## src/sv/fta_pkg.sv

```systemverilog
// Shared types and constants of the truncating single-precision arithmetic unit.
package fta_pkg;

   localparam int unsigned WordWidth = 32;
   localparam int unsigned SigWidth  = 24;
   localparam int unsigned ExpWidth  = 8;
   localparam int unsigned QueueDepth = 2;

   localparam logic [ExpWidth-1:0] ExpBias = 8'd127;
   localparam logic [ExpWidth-1:0] DivBias = 8'd126;
   localparam logic [SigWidth-1:0] HiddenOne = 24'h800000;

   typedef enum logic [1:0] {
      CMD_ADD = 2'd0,
      CMD_SUB = 2'd1,
      CMD_MUL = 2'd2,
      CMD_DIV = 2'd3
   } cmd_type;

   // One classified item as it waits between the front and the back.
   typedef struct packed {
      cmd_type                command;
      logic                   zero_out;
      logic                   sign;
      logic [ExpWidth-1:0]    exp;
      logic [SigWidth-1:0]    sig_a;
      logic [SigWidth-1:0]    sig_b;
      logic                   sub_mag;
   } work_type;

   typedef enum logic [2:0] {
      ST_IDLE,
      ST_MUL,
      ST_DIV,
      ST_NORM,
      ST_DONE
   } state_type;

endpackage

```

## src/sv/fta_front.sv

```systemverilog
// Front end: accepts a command and classifies and aligns its operands.
module fta_front (
   input  logic                     clock,
   input  logic                     reset,
   input  logic                     in_valid,
   input  fta_pkg::cmd_type         in_command,
   input  logic [31:0]              in_a,
   input  logic [31:0]              in_b,
   output logic                     out_valid,
   output fta_pkg::work_type        out_item,
   input  logic                     out_ready
);

   logic                 valid_ff, valid_in;
   fta_pkg::work_type    item_ff, item_in;

   logic        sa, sb, is_sub, a_zero, b_zero;
   logic [7:0]  ea, eb, d;
   logic [23:0] ma, mb, ma_al, mb_al;

   always_comb begin
      sa     = in_a[31];
      is_sub = (in_command == fta_pkg::CMD_SUB);
      sb     = in_b[31] ^ is_sub;
      ea     = in_a[30:23];
      eb     = in_b[30:23];
      ma     = {1'b1, in_a[22:0]};
      mb     = {1'b1, in_b[22:0]};
      a_zero = (ea == 8'd0) && (in_a[22:0] == 23'd0);
      b_zero = (eb == 8'd0) && (in_b[22:0] == 23'd0);
      ma_al  = ma;
      mb_al  = mb;
      d      = (ea < eb) ? (eb - ea) : (ea - eb);
      item_in = item_ff;
      item_in.command = in_command;
      item_in.zero_out = 1'b0;
      item_in.sub_mag  = 1'b0;
      case (in_command)
         fta_pkg::CMD_ADD, fta_pkg::CMD_SUB: begin
            if (ea < eb) begin
               ma_al = (d >= 8'd24) ? 24'd0 : (ma >> d);
               item_in.exp = eb;
            end else begin
               mb_al = (d >= 8'd24) ? 24'd0 : (mb >> d);
               item_in.exp = ea;
            end
            item_in.sub_mag = sa ^ sb;
            // Larger aligned magnitude goes first and lends its sign.
            if (ma_al >= mb_al) begin
               item_in.sign  = sa;
               item_in.sig_a = ma_al;
               item_in.sig_b = mb_al;
            end else begin
               item_in.sign  = sb;
               item_in.sig_a = mb_al;
               item_in.sig_b = ma_al;
            end
         end
         fta_pkg::CMD_MUL: begin
            item_in.sign     = sa ^ in_b[31];
            item_in.exp      = ea + eb - fta_pkg::ExpBias;
            item_in.sig_a    = ma;
            item_in.sig_b    = mb;
            item_in.zero_out = a_zero || b_zero;
         end
         default: begin
            item_in.sign  = sa ^ in_b[31];
            item_in.exp   = fta_pkg::DivBias + ea - eb;
            item_in.sig_a = ma;
            item_in.sig_b = mb;
         end
      endcase
   end

   always_comb begin
      valid_in = valid_ff;
      if (out_ready) valid_in = 1'b0;
      if (in_valid)  valid_in = 1'b1;
   end

   always_ff @(posedge clock) begin
      if (reset) valid_ff <= 1'b0;
      else       valid_ff <= valid_in;
      if (in_valid) item_ff <= item_in;
   end

   assign out_valid = valid_ff;
   assign out_item  = item_ff;

endmodule

```

## src/sv/fta_queue.sv

```systemverilog
// Short queue that decouples the front end from the execution back end.
module fta_queue (
   input  logic               clock,
   input  logic               reset,
   input  logic               push,
   input  fta_pkg::work_type  push_item,
   output logic               full,
   input  logic               pop,
   output logic               not_empty,
   output fta_pkg::work_type  pop_item
);

   localparam int unsigned PtrW = $clog2(fta_pkg::QueueDepth);

   fta_pkg::work_type     mem_ff [fta_pkg::QueueDepth];
   logic [PtrW-1:0]       wr_ff, wr_in, rd_ff, rd_in;
   logic [PtrW:0]         cnt_ff, cnt_in;

   always_comb begin
      wr_in  = wr_ff;
      rd_in  = rd_ff;
      cnt_in = cnt_ff;
      if (push) wr_in = wr_ff + 1'b1;
      if (pop)  rd_in = rd_ff + 1'b1;
      if (push && !pop) cnt_in = cnt_ff + 1'b1;
      if (pop && !push) cnt_in = cnt_ff - 1'b1;
   end

   always_ff @(posedge clock) begin
      if (reset) begin
         wr_ff  <= '0;
         rd_ff  <= '0;
         cnt_ff <= '0;
      end else begin
         wr_ff  <= wr_in;
         rd_ff  <= rd_in;
         cnt_ff <= cnt_in;
      end
      if (push) mem_ff[wr_ff] <= push_item;
   end

   assign full      = (cnt_ff == (PtrW+1)'(fta_pkg::QueueDepth));
   assign not_empty = (cnt_ff != '0);
   assign pop_item  = mem_ff[rd_ff];

   a_no_overflow: assert property (@(posedge clock) disable iff (reset)
      full |-> !push) else $error("queue overflow");
   a_no_underflow: assert property (@(posedge clock) disable iff (reset)
      !not_empty |-> !pop) else $error("queue underflow");
   a_count_step: assert property (@(posedge clock) disable iff (reset)
      (push && !pop) |=> (cnt_ff == $past(cnt_ff) + 1'b1))
      else $error("queue count did not advance");

endmodule

```

## src/sv/fta_back.sv

```systemverilog
// Back end: carries out the sum, product or quotient and normalises it.
module fta_back (
   input  logic               clock,
   input  logic               reset,
   input  logic               in_valid,
   input  fta_pkg::work_type  in_item,
   output logic               in_pop,
   output logic               res_valid,
   output logic [31:0]        res_word
);

   fta_pkg::state_type state_ff, state_in;

   logic [47:0] acc_ff, acc_in;      // product, or quotient in low bits
   logic [24:0] rem_ff, rem_in;      // division remainder
   logic [23:0] div_ff, div_in;
   logic [23:0] mcand_ff, mcand_in;
   logic [23:0] mplier_ff, mplier_in;
   logic [4:0]  cnt_ff, cnt_in;
   logic [7:0]  exp_ff, exp_in;
   logic        sign_ff, sign_in;
   logic        zero_ff, zero_in;
   logic [24:0] sig_ff, sig_in;
   logic [31:0] word_ff, word_in;

   logic [25:0] rem_sh;
   logic [24:0] sum;

   always_comb begin
      state_in = state_ff;
      case (state_ff)
         fta_pkg::ST_IDLE:
            if (in_valid) begin
               case (in_item.command)
                  fta_pkg::CMD_MUL: state_in = in_item.zero_out ? fta_pkg::ST_DONE
                                                                : fta_pkg::ST_MUL;
                  fta_pkg::CMD_DIV: state_in = fta_pkg::ST_DIV;
                  default:          state_in = fta_pkg::ST_NORM;
               endcase
            end
         fta_pkg::ST_MUL: if (cnt_ff == 5'd0) state_in = fta_pkg::ST_NORM;
         fta_pkg::ST_DIV: if (cnt_ff == 5'd0) state_in = fta_pkg::ST_NORM;
         fta_pkg::ST_NORM:
            if (zero_ff || (sig_ff[24:23] == 2'b01)) state_in = fta_pkg::ST_DONE;
         default: state_in = fta_pkg::ST_IDLE;
      endcase
   end

   always_comb begin
      in_pop    = (state_ff == fta_pkg::ST_IDLE) && in_valid;
      res_valid = (state_ff == fta_pkg::ST_DONE);
      res_word  = word_ff;
   end

   always_comb begin
      acc_in = acc_ff; rem_in = rem_ff; div_in = div_ff;
      mcand_in = mcand_ff; mplier_in = mplier_ff; cnt_in = cnt_ff;
      exp_in = exp_ff; sign_in = sign_ff; zero_in = zero_ff;
      sig_in = sig_ff; word_in = word_ff;
      rem_sh = {rem_ff, 1'b0};
      sum    = '0;
      case (state_ff)
         fta_pkg::ST_IDLE: begin
            exp_in   = in_item.exp;
            sign_in  = in_item.sign;
            zero_in  = 1'b0;
            acc_in   = '0;
            mcand_in = in_item.sig_a;
            mplier_in = in_item.sig_b;
            rem_in   = {1'b0, in_item.sig_a};
            div_in   = in_item.sig_b;
            if (in_item.command == fta_pkg::CMD_MUL) begin
               cnt_in  = 5'd23;
               zero_in = in_item.zero_out;
               word_in = '0;
            end else if (in_item.command == fta_pkg::CMD_DIV) begin
               cnt_in = 5'd23;
               // The integer quotient bit is settled first, so the remainder
               // stays below the divisor for the shifting steps.
               if (in_item.sig_a >= in_item.sig_b) begin
                  rem_in = {1'b0, in_item.sig_a - in_item.sig_b};
                  acc_in = 48'd1;
               end
            end else begin
               sum = in_item.sub_mag ? ({1'b0, in_item.sig_a} - {1'b0, in_item.sig_b})
                                     : ({1'b0, in_item.sig_a} + {1'b0, in_item.sig_b});
               sig_in  = sum;
               zero_in = (sum == 25'd0);
            end
         end
         fta_pkg::ST_MUL: begin
            // One shift-and-add step per cycle, multiplier bit first from the top.
            acc_in = {acc_ff[46:0], 1'b0} + (mplier_ff[23] ? {24'd0, mcand_ff} : 48'd0);
            mplier_in = {mplier_ff[22:0], 1'b0};
            cnt_in = cnt_ff - 5'd1;
            if (cnt_ff == 5'd0) begin
               if (acc_in[47]) begin
                  sig_in = {1'b0, acc_in[47:24]};
                  exp_in = exp_ff + 8'd1;
               end else begin
                  sig_in = {1'b0, acc_in[46:23]};
               end
            end
         end
         fta_pkg::ST_DIV: begin
            // Restoring division, one quotient bit per cycle.
            if (rem_sh >= {2'b00, div_ff}) begin
               rem_in = 25'(rem_sh - {2'b00, div_ff});
               acc_in = {acc_ff[46:0], 1'b1};
            end else begin
               rem_in = rem_sh[24:0];
               acc_in = {acc_ff[46:0], 1'b0};
            end
            cnt_in = cnt_ff - 5'd1;
            if (cnt_ff == 5'd0) sig_in = acc_in[24:0];
         end
         fta_pkg::ST_NORM: begin
            if (zero_ff) begin
               word_in = '0;
            end else if (sig_ff[24]) begin
               sig_in = sig_ff >> 1;
               exp_in = exp_ff + 8'd1;
            end else if (!sig_ff[23]) begin
               sig_in = sig_ff << 1;
               exp_in = exp_ff - 8'd1;
            end else begin
               word_in = {sign_ff, exp_ff, sig_ff[22:0]};
            end
         end
         default: ;
      endcase
   end

   always_ff @(posedge clock) begin
      if (reset) state_ff <= fta_pkg::ST_IDLE;
      else       state_ff <= state_in;
      acc_ff <= acc_in; rem_ff <= rem_in; div_ff <= div_in;
      mcand_ff <= mcand_in; mplier_ff <= mplier_in; cnt_ff <= cnt_in;
      exp_ff <= exp_in; sign_ff <= sign_in; zero_ff <= zero_in;
      sig_ff <= sig_in; word_ff <= word_in;
   end

   a_pop_idle: assert property (@(posedge clock) disable iff (reset)
      in_pop |=> (state_ff != fta_pkg::ST_IDLE)) else $error("pop without start");
   a_done_one: assert property (@(posedge clock) disable iff (reset)
      res_valid |=> !res_valid) else $error("result held too long");
   a_norm_zero: assert property (@(posedge clock) disable iff (reset)
      (state_ff == fta_pkg::ST_NORM && zero_ff) |=> (word_ff == 32'd0))
      else $error("zero result not cleared");

endmodule

```

## src/sv/float32_truncating_arith_unit_top.sv

```systemverilog
// Top level of the truncating single-precision arithmetic unit.
// Each command takes one word pair and gives one result beat, shown with
// rsp_valid high for exactly one cycle; the receiver cannot hold it off.
// With the back end idle, an add or subtract result is summed on entry and then
// normalised one shift at a time (up to 23 shifts). Unless either operand is
// zero, multiply runs a 24-step shift-and-add loop before normalising; divide
// settles the integer quotient bit on entry, runs a 24-step restoring division
// loop and normalises with at most one right shift. A front stage and a
// two-entry queue let up to three further commands be accepted while the back
// end works; busy rises when the front stage and the queue are all occupied.
module float32_truncating_arith_unit_top (
   input  logic        clock,
   input  logic        reset,
   input  logic        start,
   output logic        busy,
   input  logic [1:0]  req_command,
   input  logic [31:0] req_operand_a,
   input  logic [31:0] req_operand_b,
   output logic        rsp_valid,
   output logic [31:0] rsp_result
);

   logic               front_valid, q_full, q_nempty, q_pop, push;
   fta_pkg::work_type  front_item, q_item;

   // The front stage drains into the queue whenever the queue has room.
   assign push = front_valid && !q_full;
   assign busy = front_valid && q_full;

   fta_front u_front (
      .clock      (clock),
      .reset      (reset),
      .in_valid   (start && !busy),
      .in_command (fta_pkg::cmd_type'(req_command)),
      .in_a       (req_operand_a),
      .in_b       (req_operand_b),
      .out_valid  (front_valid),
      .out_item   (front_item),
      .out_ready  (push)
   );

   fta_queue u_queue (
      .clock     (clock),
      .reset     (reset),
      .push      (push),
      .push_item (front_item),
      .full      (q_full),
      .pop       (q_pop),
      .not_empty (q_nempty),
      .pop_item  (q_item)
   );

   fta_back u_back (
      .clock     (clock),
      .reset     (reset),
      .in_valid  (q_nempty),
      .in_item   (q_item),
      .in_pop    (q_pop),
      .res_valid (rsp_valid),
      .res_word  (rsp_result)
   );

endmodule
```

## config.mk

```make
export PLATFORM = sky130hd
export DESIGN_NAME = float32_truncating_arith_unit_top
export DESIGN_NICKNAME = d
export VERILOG_FILES = /design/src/sv/fta_pkg.sv /design/src/sv/fta_front.sv /design/src/sv/fta_queue.sv /design/src/sv/fta_back.sv /design/src/sv/float32_truncating_arith_unit_top.sv
export SDC_FILE = /design/constraint.sdc
export NUM_CORES = 1
export LEC_CHECK = 0
export BUFFER_PORTS_ARGS = -buffer_cell sky130_fd_sc_hd__buf_2
export CORE_MARGIN = 4
export CORE_UTILIZATION = 50
export DETAILED_ROUTE_END_ITERATION = 6
export PLACE_DENSITY_LB_ADDON = 0.12
export SKIP_CTS_REPAIR_TIMING = 1
export SLEW_MARGIN = 15
export SYNTH_ARGS = -nofsm -noshare
export SYNTH_HDL_FRONTEND = slang
export SYNTH_SLANG_ARGS = --single-unit
```

## constraint.sdc

```tcl
create_clock -name clock -period 7.7 [get_ports clock]
set_clock_uncertainty 0.15 [all_clocks]
set_input_delay 0 -clock clock [delete_from_list [all_inputs] [get_ports clock]]
set_output_delay 0 -clock clock [all_outputs]
set_load 0.02 [all_outputs]
```

# After elaboration in Yosys (flattened, before gate mapping)
# Memory sizes are Yosys's and may differ from the RTL's. A register that Yosys moved wholly into a read port is not among the register bits.
# Cells that the tools add are included.
[classes]
addsub = 18
mul = 0
n_div = 0
magnitude_cmp = 5
eq_ne = 24
shift = 2
muxes = 63
n_bitwise = 3
n_reduce_logical = 40
[op_table]
columns = ["operator", "n"]
rows = [
  ["two-way mux 25 bit", 10],
  ["two-way mux 24 bit", 10],
  ["one-hot mux 47 bit (3 select lines)", 1],
  ["two-way mux 32 bit", 4],
  ["one-hot mux 57 bit (2 select lines)", 1],
  ["one-hot mux 25 bit (4 select lines)", 1],
  ["two-way mux 47 bit", 2],
  ["one-hot mux 32 bit (2 select lines)", 1],
  ["two-way mux 8 bit", 7],
  ["one-hot mux 25 bit (2 select lines)", 1],
  ["adder 48 x 24 -> 48 bit", 1],
  [">= comparator 24 bit", 2],
  ["two-way mux 48 bit", 1],
  ["one-hot mux 24 bit (2 select lines)", 1],
  ["right shift 24 x 8 -> 24 bit", 2],
  ["logical NOT 23 bit", 2],
  [">= comparator 26 x 24 -> 1 bit", 1],
  ["adder 24 x 24 -> 25 bit", 1],
  ["logical NOT 25 bit", 1],
  ["subtractor 24 x 24 -> 25 bit", 1],
  ["subtractor 25 x 24 -> 25 bit", 1],
  ["one-hot mux 8 bit (3 select lines)", 1],
  ["subtractor 24 bit", 1],
  ["subtractor 8 bit", 3],
  ["other kinds (46)", 98],
]
[word_totals]
register_bits = 285
latchBits = 0
mem_bits_rw = 122
romBits = 0
in_bits = 69
out_inout_bits = 34
wordCells = 180
n_memories = 1
[mem_list]
columns = ["memory", "words", "width", "rd", "rd_ports_with_merged_regs", "wr", "line", "source"]
rows = [
  ["u_queue.mem_ff", 2, 61, 1, 1, 1, "fta_queue.sv:15", "fta_pkg::work_type mem_ff [fta_pkg::QueueDepth];"],
]

# Logic depth before layout (Yosys ltp)
[depth]
depth_word = 9
ltp_mapped = 28
mapped_depth_nobuf = 24

# Hierarchy
# From an unflattened synthesis, not the netlist that was laid out.
[hier_totals]
hier_cells = 2920
hier_area_um2 = 29265.6
[by_module_without_submodules]
columns = ["mod", "n_inst", "cells_each", "area_each_um2", "seq_area_each_um2"]
rows = [
  ["fta_back", 1, 1842, 16592.2, 6546.3],
  ["fta_front", 1, 863, 8056.5, 1851.8],
  ["fta_queue", 1, 212, 4593.2, 3763.6],
  ["float32_truncating_arith_unit_top", 1, 3, 23.8, 0.0],
]

# Least setup slack after synthesis
# No wires, ideal clock.
[synth_timing]
path_kind = "register -> register"
start = "register (tool-made name)"
end = "register u_back.zero_ff, data pin"
setup_ns = 0.147
t_arrival_ns = 5.865
required_ns = 7.403
path_slack_ns = 1.538
path_stages_with_launch = 22
n_path_buf = 6
period_less_slack_ns = 6.162
cell_sequence = "dfxtp_1 clkbuf_1 buf_1 buf_2 buf_2 buf_2 buf_1 mux2i_1 ha_1 nand4_1 o41ai_1 xnor2_1 ha_1 a21oi_1 o21ai_0 or3b_2 a21oi_1 nor3_1 or4_1 a2111oi_0 nand4_1 o21bai_1"
[synth_rtl]
columns = ["item", "line", "source"]
rows = [
  ["end signal, assigned", "fta_back.sv:139", "exp_ff <= exp_in; sign_ff <= sign_in; zero_ff <= zero_in;"],
  ["end, declared", "fta_back.sv:22", "logic zero_ff, zero_in;"],
]

==> impl_metrics.env <==
export IMPL_area_growth_pct=12.6
export IMPL_grt_max_degree=62
export IMPL_cts_made_buffers=46
export IMPL_cp_max_fo=24
export IMPL_synth_top_family_by_area="compound AO/OA/AOI/OAI gates"
export IMPL_grt_use_met1=0.411
export IMPL_reg2reg_depth=15
export IMPL_grt_use_met3=0.0317
export IMPL_arrival_ns=7.54
export IMPL_ys_seq_area_frac=0.430
export IMPL_core_rowCount=86
export IMPL_timing_final_crit_share=0.959
export IMPL_finalMaxSlewViolations=0
export IMPL_max_slew_worst_pin_slew_ns=1.20
export IMPL_cts_sinks=408
export IMPL_die_x_um=246
export IMPL_synthSimpleGateAreaFrac=0.134
export IMPL_overflow=0
export IMPL_synthAdderAreaFrac=0.0782
export IMPL_synth_seq_cells=408
export IMPL_syn_instance_count=2775
export IMPL_totalWireLength_mm=89.2
export IMPL_hpwl_mm=66.8
export IMPL_first_global_vias=22200
export IMPL_power_density_nw_per_um2=436
export IMPL_avgViaCountPerCell=6.27
export IMPL_cts_max_path_buffers=3
export IMPL_finalHoldViolCount=3
export IMPL_synth_edf_count=399
export IMPL_yosys_warnings=0
export IMPL_avgSynthCellArea_um2=10.2
export IMPL_nets=3151
export IMPL_antenna_found_initial=0
export IMPL_fin_cells=3695
export IMPL_cts_htree_levels=2
export IMPL_hold_path_depth=5
export IMPL_reg2reg_slack_ns=1.52
export IMPL_core_area_um2=55500
export IMPL_grt_pass1_wl_mm=136
export IMPL_ir_drop_mv=0.322
export IMPL_track_usage=0.289
export IMPL_final_cell_mix="edfxtp_1, nand2_1, nor2_1, a21oi_1, ha_1"
export IMPL_syn_nets=3016
export IMPL_post_route_util=0.574
export IMPL_met2_usage=0.471
export IMPL_muxShareOfSynthArea=0.0784
export IMPL_place_congestion=0.983
export IMPL_insertion_delay_ns=0.59
export IMPL_setup_worst_path_start_class="input pin"
export IMPL_floorplan_die_area_um2=60500
export IMPL_cp_end_kind="flip-flop"
export IMPL_dr_total_vias=23200
export IMPL_initial_utilization=0.510
export IMPL_final_common_cell="edfxtp_1"
export IMPL_path_clk_slew_ns=0.06
export IMPL_cap_viol_max_count=0
export IMPL_ys_flop_type="edfxtp_1"
export IMPL_hold_class="in -> reg"
export IMPL_ios=103
export IMPL_worstPathRequired_ns=7.86
export IMPL_ant_nets=0
export IMPL_dpl_cell_count=3543
export IMPL_holdWs_ns=-0.0335
export IMPL_relSlewSlack=0.202
export IMPL_top_usage_layer="met2"
export IMPL_status="complete, but fails checks"
export IMPL_clockRootBuffer="clkbuf_16"
export IMPL_die_y_um=246
export IMPL_antenna_cells=0
export IMPL_setup_viol=0
export IMPL_critPathKind="in -> reg"
export IMPL_drc=6
export IMPL_violations="design-rule violations, negative hold slack"
export IMPL_synth_area_um2=28300
export IMPL_routedWlPerCell_um=24.2
export IMPL_fin_crit_ns=7.39
export IMPL_p_leak_nw=12.5
export IMPL_timing_fmax_mhz=135
export IMPL_synth_compound_area_frac=0.195
export IMPL_drive_above_1_share=0.121
export IMPL_synthArstFlopShare=0
export IMPL_cts_tree="built"
export IMPL_total_power_mw=13.9
export IMPL_drt_initial_drc_count=2291
export IMPL_synthXorXnorAreaFrac=0.0435
export IMPL_dr_pass1_iters=7
export IMPL_synthDistinctLibCells=99
export IMPL_io_buffers=102
power by group:
part / internal [mW] / total, mW / leakage, nW / switching, mW
logic: 2.84 / 7.68 / 7.71 / 4.84
registers: 3.50 / 4.01 / 4.01 / 0.509
clock network: 1.29 / 2.19 / 0.747 / 0.899
layout make-up:
class                      instances  area [µm²]
clock buffer                      53        1200
clock inverter                    32         312
fill                            4845       23700
inverter                         157         589
multi-input combinational       2076       15100
sequential                       408       12200
tap                              748         936
timing repair buffer             221        1580
state kept, by name, summed over array words and instances, names as in the netlist, named ones only:
signal,cells
u_back.mplier_ff,24
u_queue.mem_ff,122
u_queue.cnt_ff,2
u_back.acc_ff,47
u_front.out_item,61
u_back.sig_ff,25
u_back.res_word,32
u_back.div_ff,24
u_back.sign_ff,1
u_queue.wr_ff,1
u_back.exp_ff,8
u_back.zero_ff,1
u_back.cnt_ff,5
u_back.state_ff,3
u_queue.rd_ff,1
u_back.mcand_ff,24
u_front.out_valid,1
u_back.rem_ff,25
through the flow:
stage | setup TNS, ns | hold slack [ns] | area [µm²] | setup WS, ns
2_1_floorplan | 0 | -0.0511 | 28300 | 1.54
3_3_place_gp | 0 | 0.0773 | 29700 | 0.746
3_5_place_dp | 0 | 0.0862 | 29700 | 0.521
4_1_cts | 0 | -0.527 | 31200 | 1.07
5_1_grt | -0.00281 | 0.00379 | 31900 | -0.00281
6_report | 0 | -0.0335 | 31900 | 0.313
path summary, 6_finish.rpt:
path / startpoint / end
worst max-delay path: req_operand_a[27] / u_front.out_item[57]$_DFFE_PP_
worst min-delay path: req_operand_b[26] / u_front.out_item[52]$_DFFE_PP_
worst max register to register: flip-flop / u_back.zero_ff$_DFFE_PP_
worst min register to register: u_front.out_item[41]$_DFFE_PP_ / u_queue.mem_ff[1][41]$_DFFE_PP_
cell families after synthesis:
group                    after synthesis
AO/OA/AOI/OAI                        809
AND/OR/NAND/NOR                      787
flip-flops                           408
buffers and inverters                291
adder cells (fa/ha/maj)              172
multiplexers                         170
XOR/XNOR                             137
other                                  1
metal layers:
layer	routed length (µm)	part of all wire
met1	39300	0.44
met2	41600	0.47
met3	5610	0.063
met4	2690	0.030
met5	0	0
worst max-delay path, cell delays in order:
cell and delay [ns]:
dlygate4sd3_1 0.52, buf_2 0.16, inv_1 0.08, ha_1 0.54
o21a_1 0.27, a21oi_1 0.15, a21oi_1 0.37, or2_1 0.40
buf_4 0.27, mux4_2 0.52, mux2i_1 0.20, o21ai_0 0.11
o22a_1 0.26, a21oi_1 0.26, inv_1 0.09, ha_1 0.30
a211oi_1 0.22, o21bai_1 0.11, a2111oi_0 0.66, o221ai_1 0.26
a2111oi_4 0.41, o21bai_4 0.21, buf_4 0.34, mux2i_1 0.21
dlygate4sd3_1 0.56, o21ai_1 0.05
cell usage after synthesis, types with 13 or more instances:
cell type	instances	area, µm²
o221ai_1	13	114
mux2i_1	100	1000
nand2_1	238	893
nand2b_1	30	188
edfxtp_1	399	12000
o21bai_1	19	143
a222oi_1	24	240
and2_1	65	407
inv_1	156	586
a211oi_1	60	450
nor3_1	54	270
o21a_1	29	218
nor2_1	199	747
mux2_2	32	360
o211ai_1	27	203
a21oi_1	191	956
and3_1	17	106
o21ai_0	153	766
buf_2	27	135
a22o_1	16	140
or3_1	18	113
xnor2_1	88	771
a21o_1	58	435
o31ai_1	18	135
nand3_1	48	240
o21ai_1	18	90.1
nand4_1	26	163
ha_1	164	2050
nor4_1	26	163
buf_1	14	52.6
a31oi_1	22	138
xor2_1	45	394
mux4_2	38	856
clkbuf_1	89	334
nor2b_1	22	138
No activity file was read; power rests on OpenSTA's default activity.
